### config.mk
export PLATFORM = sky130hd
export DESIGN_NAME = dtbl_lerp
export DESIGN_NICKNAME = d
export VERILOG_FILES = /design/src/sv/dtbl_pkg.sv /design/src/sv/dtbl_lerp.sv
export SDC_FILE = /design/constraint.sdc
export NUM_CORES = 2
export LEC_CHECK = 0
export BUFFER_PORTS_ARGS = -buffer_cell sky130_fd_sc_hd__buf_2
export CAP_MARGIN = 40
export CORE_MARGIN = 1.5
export CORE_UTILIZATION = 40
export CTS_BUF_LIST = sky130_fd_sc_hd__clkbuf_2 sky130_fd_sc_hd__clkbuf_4 sky130_fd_sc_hd__clkbuf_8
export CTS_CLUSTER_SIZE = 20
export DETAILED_ROUTE_END_ITERATION = 8
export GPL_ROUTABILITY_DRIVEN = 1
export PLACE_DENSITY = 0.64
export SLEW_MARGIN = 0
export SYNTH_ARGS = -nofsm -noshare
export SYNTH_HDL_FRONTEND = slang
export SYNTH_SLANG_ARGS = --single-unit
### constraint.sdc
create_clock -name clk -period 14.22 [get_ports clk]
set_input_delay 1.422 -clock clk [delete_from_list [all_inputs] [get_ports clk]]
set_output_delay 1.422 -clock clk [all_outputs]
set_load 0.03 [all_outputs]
### src/sv/dtbl_pkg.sv
package dtbl_pkg;

	localparam int AXIS_POINTS = 8;
	localparam int IDX_W       = $clog2(AXIS_POINTS);
	localparam int GRID_AW     = 2 * IDX_W;
	localparam int CNT_W       = 4;
	localparam int VAL_W       = 32;
	localparam int WIDE_W      = 64;
	localparam int OFS_W       = 34;
	localparam int MAG_A_W     = 63;
	localparam int MAG_B_W     = 33;
	localparam int PROD_W      = 96;
	localparam int MUL_STEPS   = MAG_B_W;
	localparam int MCNT_W      = $clog2(MUL_STEPS);
	localparam int DCNT_W      = $clog2(PROD_W);

	localparam logic [PROD_W-1:0]  QCAP      = PROD_W'(1) << 62;
	localparam logic signed [WIDE_W-1:0] STAGE_LIM = WIDE_W'(1) << 61;

	typedef enum logic [1:0] {
		OP_WR_SLEW = 2'd0,
		OP_WR_LOAD = 2'd1,
		OP_WR_GRID = 2'd2,
		OP_QUERY   = 2'd3
	} op_t;

	localparam logic CFG_SLEW_USED = 1'b0;
	localparam logic CFG_LOAD_USED = 1'b1;

	// Request to the interpolation unit: a + round(d * qo / den)
	typedef struct packed {
		logic                     start;
		logic signed [WIDE_W-1:0] a;
		logic signed [WIDE_W-1:0] d;
		logic signed [OFS_W-1:0]  qo;
		logic signed [OFS_W-1:0]  den;
	} lerp_req_t;

	typedef struct packed {
		logic                     done;
		logic                     busy;
		logic signed [WIDE_W-1:0] value;
	} lerp_rsp_t;

	function automatic logic [CNT_W-1:0] used_count(input logic [CNT_W-1:0] r);
		logic [CNT_W-1:0] n;
		n = r;
		if (r < CNT_W'(2)) n = CNT_W'(2);
		else if (r > CNT_W'(AXIS_POINTS)) n = CNT_W'(AXIS_POINTS);
		return n;
	endfunction

endpackage

### src/sv/dtbl_lerp.sv
module dtbl_lerp (
	input  logic                 clk,
	input  logic                 arst_n,
	input  dtbl_pkg::lerp_req_t  req,
	output dtbl_pkg::lerp_rsp_t  rsp
);

	typedef enum logic [1:0] {L_IDLE, L_MUL, L_DIV, L_FIN} lstate_t;

	lstate_t                                  state_q;
	logic                                     neg_q;
	logic signed [dtbl_pkg::WIDE_W-1:0]       a_q;
	logic [dtbl_pkg::PROD_W-1:0]              acc_q;
	logic [dtbl_pkg::PROD_W-1:0]              mcand_q;
	logic [dtbl_pkg::MAG_B_W-1:0]             mplier_q;
	logic [dtbl_pkg::MAG_B_W-1:0]             mc_q;
	logic [dtbl_pkg::MAG_B_W-1:0]             rem_q;
	logic [dtbl_pkg::PROD_W-1:0]              quo_q;
	logic [dtbl_pkg::MCNT_W-1:0]              mcnt_q;
	logic [dtbl_pkg::DCNT_W-1:0]              dcnt_q;
	logic                                     done_q;
	logic signed [dtbl_pkg::WIDE_W-1:0]       value_q;

	logic [dtbl_pkg::WIDE_W-1:0]              abs_d;
	logic [dtbl_pkg::OFS_W-1:0]               abs_qo, abs_den;
	logic [dtbl_pkg::MAG_B_W:0]               trial;
	logic                                     fits;
	logic                                     sat, rnd;
	logic [dtbl_pkg::MAG_A_W-1:0]             qf;
	logic signed [dtbl_pkg::WIDE_W-1:0]       qs;

	always_comb begin
		abs_d   = req.d[dtbl_pkg::WIDE_W-1] ? -req.d : req.d;
		abs_qo  = req.qo[dtbl_pkg::OFS_W-1] ? -req.qo : req.qo;
		abs_den = req.den[dtbl_pkg::OFS_W-1] ? -req.den : req.den;
		trial   = {rem_q, acc_q[dtbl_pkg::PROD_W-1]};
		fits    = trial >= {1'b0, mc_q};
		sat     = quo_q >= dtbl_pkg::QCAP;
		rnd     = {rem_q, 1'b0} >= {1'b0, mc_q};
		qf      = sat ? dtbl_pkg::QCAP[dtbl_pkg::MAG_A_W-1:0]
		              : quo_q[dtbl_pkg::MAG_A_W-1:0] + dtbl_pkg::MAG_A_W'(rnd);
		qs      = neg_q ? -$signed({1'b0, qf}) : $signed({1'b0, qf});
	end

	always_ff @(posedge clk or negedge arst_n) begin
		if (!arst_n) begin
			state_q <= L_IDLE;
			done_q  <= 1'b0;
		end else begin
			done_q <= 1'b0;
			unique case (state_q)
				L_IDLE: begin
					if (req.start) begin
						a_q <= req.a;
						if (req.den == '0) begin
							value_q <= req.a;
							done_q  <= 1'b1;
						end else begin
							neg_q    <= req.d[dtbl_pkg::WIDE_W-1] ^ req.qo[dtbl_pkg::OFS_W-1]
							            ^ req.den[dtbl_pkg::OFS_W-1];
							acc_q    <= '0;
							mcand_q  <= dtbl_pkg::PROD_W'(abs_d[dtbl_pkg::MAG_A_W-1:0]);
							mplier_q <= abs_qo[dtbl_pkg::MAG_B_W-1:0];
							mc_q     <= abs_den[dtbl_pkg::MAG_B_W-1:0];
							mcnt_q   <= '0;
							state_q  <= L_MUL;
						end
					end
				end
				L_MUL: begin
					// shift-add: one partial product per cycle
					if (mplier_q[0]) acc_q <= acc_q + mcand_q;
					mcand_q  <= mcand_q << 1;
					mplier_q <= mplier_q >> 1;
					mcnt_q   <= mcnt_q + 1'b1;
					if (mcnt_q == dtbl_pkg::MCNT_W'(dtbl_pkg::MUL_STEPS - 1)) begin
						rem_q   <= '0;
						quo_q   <= '0;
						dcnt_q  <= '0;
						state_q <= L_DIV;
					end
				end
				L_DIV: begin
					// restoring division, one quotient bit per cycle
					rem_q  <= fits ? dtbl_pkg::MAG_B_W'(trial - {1'b0, mc_q})
					               : trial[dtbl_pkg::MAG_B_W-1:0];
					quo_q  <= {quo_q[dtbl_pkg::PROD_W-2:0], fits};
					acc_q  <= acc_q << 1;
					dcnt_q <= dcnt_q + 1'b1;
					if (dcnt_q == dtbl_pkg::DCNT_W'(dtbl_pkg::PROD_W - 1)) state_q <= L_FIN;
				end
				L_FIN: begin
					value_q <= a_q + qs;
					done_q  <= 1'b1;
					state_q <= L_IDLE;
				end
				default: state_q <= L_IDLE;
			endcase
		end
	end

	assign rsp.done  = done_q;
	assign rsp.busy  = state_q != L_IDLE;
	assign rsp.value = value_q;

endmodule

-- Yosys cells after proc, flatten, opt, wreduce, memory -nomap -nowiden
Index checks and enable logic that the tools add are counted.
- input bits: 199
- logic and storage cells: 90
- output and inout port bits: 66
- flip-flop bits (word level): 532
- multiplexer cells: 36
- reductions and logical operators: 14
- magnitude comparators: 3
- equality and inequality tests: 11
- bitwise operators: 3
- add/sub/neg operators: 10
- operator list (kind ; count):
    $mux 96 ; 6
    $pmux 96 s2 ; 2
    $pmux 96 s3 ; 1
    $mux 33 ; 6
    $mux 64 ; 3
    $pmux 33 s2 ; 2
    $pmux 64 s2 ; 1
    $mux 63 ; 2
    $add 96x96->96 ; 1
    $ge 96x63->1 const B ; 1
    $ge 34x33->1 ; 2
    $neg 33->33 ; 2
    $add 64x64->64 ; 1
    $neg 63->64 ; 1
    $add 63x1->63 ; 1
    $neg 63->63 ; 1
    $logic_not 34->1 ; 1
    $sub 33x33->33 ; 1
    $reduce_and 4->1 ; 4
    $pmux 7 s2 ; 1
    $mux 6 ; 2
    $ne 2x2->1 const B ; 6
    $pmux 6 s2 ; 1
    $mux 2 ; 4
    17 further kinds ; 24

-- Logic depth before layout (Yosys ltp)
- depth after elaboration: 7
- gate-level depth with buffers: 40
- depth with buffers taken out: 37

-- Least setup slack after synthesis
No wires, ideal clock.
- path kind: input to register
- from: input req[15] (netlist name)
- to: register value_q[0] (netlist name), enable pin
- stages: 9
- required time: 13.635 ns
- setup time: 0.585 ns
- buffers on the path: 0
- slack: 4.966 ns
- arrival: 8.669 ns
- cell sequence: or4_1 or4_1 or2_2 or3_1 nand2b_1 or3_1 nor3_1 nand3_1 a21boi_0
- cells in the longest elaborated chain, start to end: 3
- ends and longest elaborated chain (what ; line ; RTL):
    from (decl) ; dtbl_lerp.sv:4 ; input dtbl_pkg::lerp_req_t req,
    $logic_not 34->1 ; dtbl_lerp.sv:55 ; if (req.den == '0) begin
    $ne 2x2->1 (no source line) ; - ;
    $reduce_and 4->1 (no source line) ; - ;
    to (signal assigned) ; dtbl_lerp.sv:56 ; value_q <= req.a;
    to (signal assigned) ; dtbl_lerp.sv:93 ; value_q <= a_q + qs;
    to (decl) ; dtbl_lerp.sv:22 ; logic signed [dtbl_pkg::WIDE_W-1:0] value_q;
No other way between the ends.
A chain may end at the register's enable or synchronous reset.

-- Worst setup path in the final report
- from: register rem_q[24] (netlist name)
- to: register value_q[61] (netlist name), data pin
- cells in the longest elaborated chain, start to end: 7
- ends and longest elaborated chain (what ; line ; RTL):
    from (decl) ; dtbl_lerp.sv:17 ; logic [dtbl_pkg::MAG_B_W-1:0] rem_q;
    from (signal assigned) ; dtbl_lerp.sv:85 ; rem_q <= fits ? dtbl_pkg::MAG_B_W'(trial - {1'b0, mc_q})
    $ge 34x33->1 (*) ; dtbl_lerp.sv:39 ; rnd = {rem_q, 1'b0} >= {1'b0, mc_q};
    $add 63x1->63 (*) ; dtbl_lerp.sv:41 ; : quo_q[dtbl_pkg::MAG_A_W-1:0] + dtbl_pkg::MAG_A_W'(rnd);
    $mux 63 (*) ; dtbl_lerp.sv:40 ; qf = sat ? dtbl_pkg::QCAP[dtbl_pkg::MAG_A_W-1:0]
    $neg 63->64 ; dtbl_lerp.sv:42 ; qs = neg_q ? -$signed({1'b0, qf}) : $signed({1'b0, qf});
    $mux 64 (*) ; dtbl_lerp.sv:42 ;
    $add 64x64->64 (*) ; dtbl_lerp.sv:93 ;
    $pmux 64 s2 (*) ; dtbl_lerp.sv:51 ; unique case (state_q)
Mark *: on every way between the ends. The rest lies on a longest branch, timed or not.

==> flow_summary.yaml <==
yosys:
  yosysTopAreaCell: "edfxtp_1"
  yosysMostFrequentCell: "edfxtp_1"
  synthTopCellsByCount: "edfxtp_1 (529), nand2_1 (452), o21ai_0 (377), a21oi_1 (250), xnor2_1 (236)"
  syn_avg_cell_area_um2: 9.47
  ys.flop_type: "edfxtp_1"
  ys_warn_count: 0
  synth_cell_type_count: 82
  synth.yosys.seq_area_share: 0.419
  synth_top_area_frac: 0.417
  synth_edf_count: 529
  syn-cell-area_um2: 38100
  yosys-top-cells-area: "edfxtp_1 (42%), ha_1 (6.9%), xnor2_1 (5.4%), o21ai_0 (5.0%), nand2_1 (4.5%)"
  ys_ff_latch: 532
  synthArstFlopShare: 0.00564
  syn_nets: 4430
  synthCells: 4019
routing:
  drc: 0
  wl_per_cell_um: 17.9
  dr.pass1.iters: 6
  postRouteAntennaNets: 0
  drt_iter0_markers: 2528
  drt-total-wl_um: 99200
  avgViaCountPerCell: 5.57
  routed-via-count: 30900
clock_network:
  clk_pin_slew_ns: 0.06
  cts_resized: 0
  cts.sinks: 532
  cts_hold_buffers: 0
  postCtsSetupBuffers: 0
  cts_buffers: 96
  cts_htree_levels: 3
  cts-root-buf: "clkbuf_8"
  cts_tree: "yes"
  clkLatencyLatePin_ns: 0.78
  cts_max_path_buffers: 3
die:
  rows: 112
  die_w_um: 311
  die_h_um: 311
  initial_utilization: 0.406
  core_area_um2: 93700
  fp.dieArea_um2: 97000
  pin_count: 265
sta:
  maxSlewViolCount: 0
  rsz0062_at_grt: "false"
  finalCriticalPeriod_ns: 10.09
  fin_crit_sh: 0.710
  fin_tns_setup_ns: 0
  finalSetupViolCount: 0
  hold_viol_final: 0
  slew_headroom: 0.375
  max_clock_freq_mhz: 99.1
  tightest_slew_ns: 0.930
  skew_ns: 0.0662
setup_path:
  r2r-end: "value_q[61]"
  crit_buf_inv: 0
  reg2reg_slack_ns: 4.13
  crit_family: "compound AO/OA/AOI/OAI gates"
  cp-end-kind: "flip-flop"
  critPathRequiredTime_ns: 14.70
  r2r_cells: 31
  cpMostUsedCell: "ha_1"
  reg2reg_from: "rem_q[24]"
  worst-setup-path-type: "flip-flop to flip-flop"
  worstPathArrival_ns: 10.57
  cp_max_fo: 14
  crit_path_top_delay_cell: "nor3_2"
  start_kind: "flip-flop"
  max_stage_delay_ns: 0.80
placed_design:
  port_buffers: 264
  dpl.hpwl_um: 72400
  placedCellCount: 5363
  place_congestion: 0.908
hold_path:
  min_path_type: "input pin to asynchronous set/reset pin"
global_routing:
  grt_pass1_vias: 29300
  grt-ovfl-total: 0
  grt_max_degree: 87
  grt_usage: 0.200
  grt_pass1_wl_um: 159000
  antenna_found_initial: 14
pwr:
  power.density_nw_per_um2: 184
  vdd_drop_max_uv: 114
  design_power_total_mw: 7.82
  p_leak_nw: 16.3
  power.internal_mw: 4.58
  swShare: 0.415
  switchingPower_mw: 3.25
  clockPowerShare: 0.183
  pwr-share-comb: 0.469
  seqPwrFrac: 0.348
status:
  status: "completed"
flow_run:
  maxCapViolations: 0
cells_and_area:
  layout.cells.non_filler: 5540
  syn2layout_area_growth_pct: 11.7
  nFillCells: 9054
  drive_gt1_frac: 0.133
  num-nets-final: 4618
  fin_util: 0.453
kinds of logic (layout without fill, tap and decap cells):
family          count (synthesis)  count (layout)  synth area share
compound gates               1127            1127             0.185
xor+xnor                      416             416            0.0957
fa+ha+maj                     212             212            0.0703
buf+inv                       321             583            0.0321
flops                         532             532             0.419
mux                            90              90            0.0255
other cells                     0               5                 0
simple gates                 1321            1321             0.173
per-layer routing:
metal | vias up | wire [um] | global-route usage
li1 | 15200 | - | -
met1 | 14600 | 46900 | 0.283
met2 | 918 | 42700 | 0.302
met3 | 154 | 7320 | 0.0473
met4 | 16 | 2140 | 0.0579
met5 | - | 94 | 0
sequential cells by signal, indices dropped and copies added, names as in the netlist:
register,cells
neg_q,1
mcand_q,96
a_q,64
done_q,1
rem_q,33
mc_q,33
mplier_q,33
dcnt_q,7
state_q,2
acc_q,96
quo_q,96
value_q,64
mcnt_q,6
power by group through the flow:
stage,Sequential (mW),Clock [mW],Combinational [mW]
final,2.72,1.43,3.67
after global routing,2.78,1.54,4.12
after CTS,2.72,1.47,3.68
after detailed placement,2.74,0,3.65
after global placement,2.74,0,3.56
after floorplan,2.73,0,2.74
placed cells by master (no fill, tap or decap), types with 114 or more instances in the layout:
cell type,synthesis,layout
and2_1,161,159
ha_1,209,206
xor2_1,180,180
a21oi_1,250,250
xnor2_1,236,236
edfxtp_1,529,529
nor2_1,204,203
inv_1,114,114
o21ai_0,377,377
nand2_1,452,451
buf_2,7,266
worst reg2reg max path: cells and delay by family, from the launching register on:
family | cells | cell delay, ns
mux | 1 | 0.26
flops | 1 | 0.40
fa+ha+maj | 4 | 1.39
simple gates | 9 | 3.24
compound gates | 16 | 4.50
xor+xnor | 1 | 0.06
worst max path at each step:
stage               from     endpoint  slack, ns  depth (start not counted)
2_1_floorplan    req[15]   value_q[0]       4.97                          9
3_3_place_gp   rem_q[23]  value_q[61]       4.34                         31
3_5_place_dp   rem_q[24]  value_q[61]       4.18                         31
4_1_cts        rem_q[24]  value_q[61]       4.15                         31
5_1_grt        rem_q[24]  value_q[61]       3.30                         31
6_report       rem_q[24]  value_q[61]       4.13                         31
metrics by stage:
| step | worst slack [ns] | hold slack (ns) | instance area [um2] |
|---|---|---|---|
| after detailed placement | 4.18 | 0.512 | 40600 |
| after global placement | 4.34 | 0.507 | 40400 |
| final | 4.13 | 0.522 | 42500 |
| after CTS | 4.15 | 0.447 | 42500 |
| after floorplan | 4.97 | 0.500 | 38100 |
| after global routing | 3.30 | 0.490 | 42500 |
cell type report:
class,count,area (um2),share of cell area
inverter,114,428,0.0101
timing repair buffer,297,1720,0.0404
clock buffer,126,1550,0.0365
tap,1254,1570,0.0369
clock inverter,46,288,0.00677
sequential,532,16000,0.376
multi-input combinational,3166,21000,0.493
antenna,5,12.5,0.000294
Note: power is estimated with default switching activity, not from simulation.
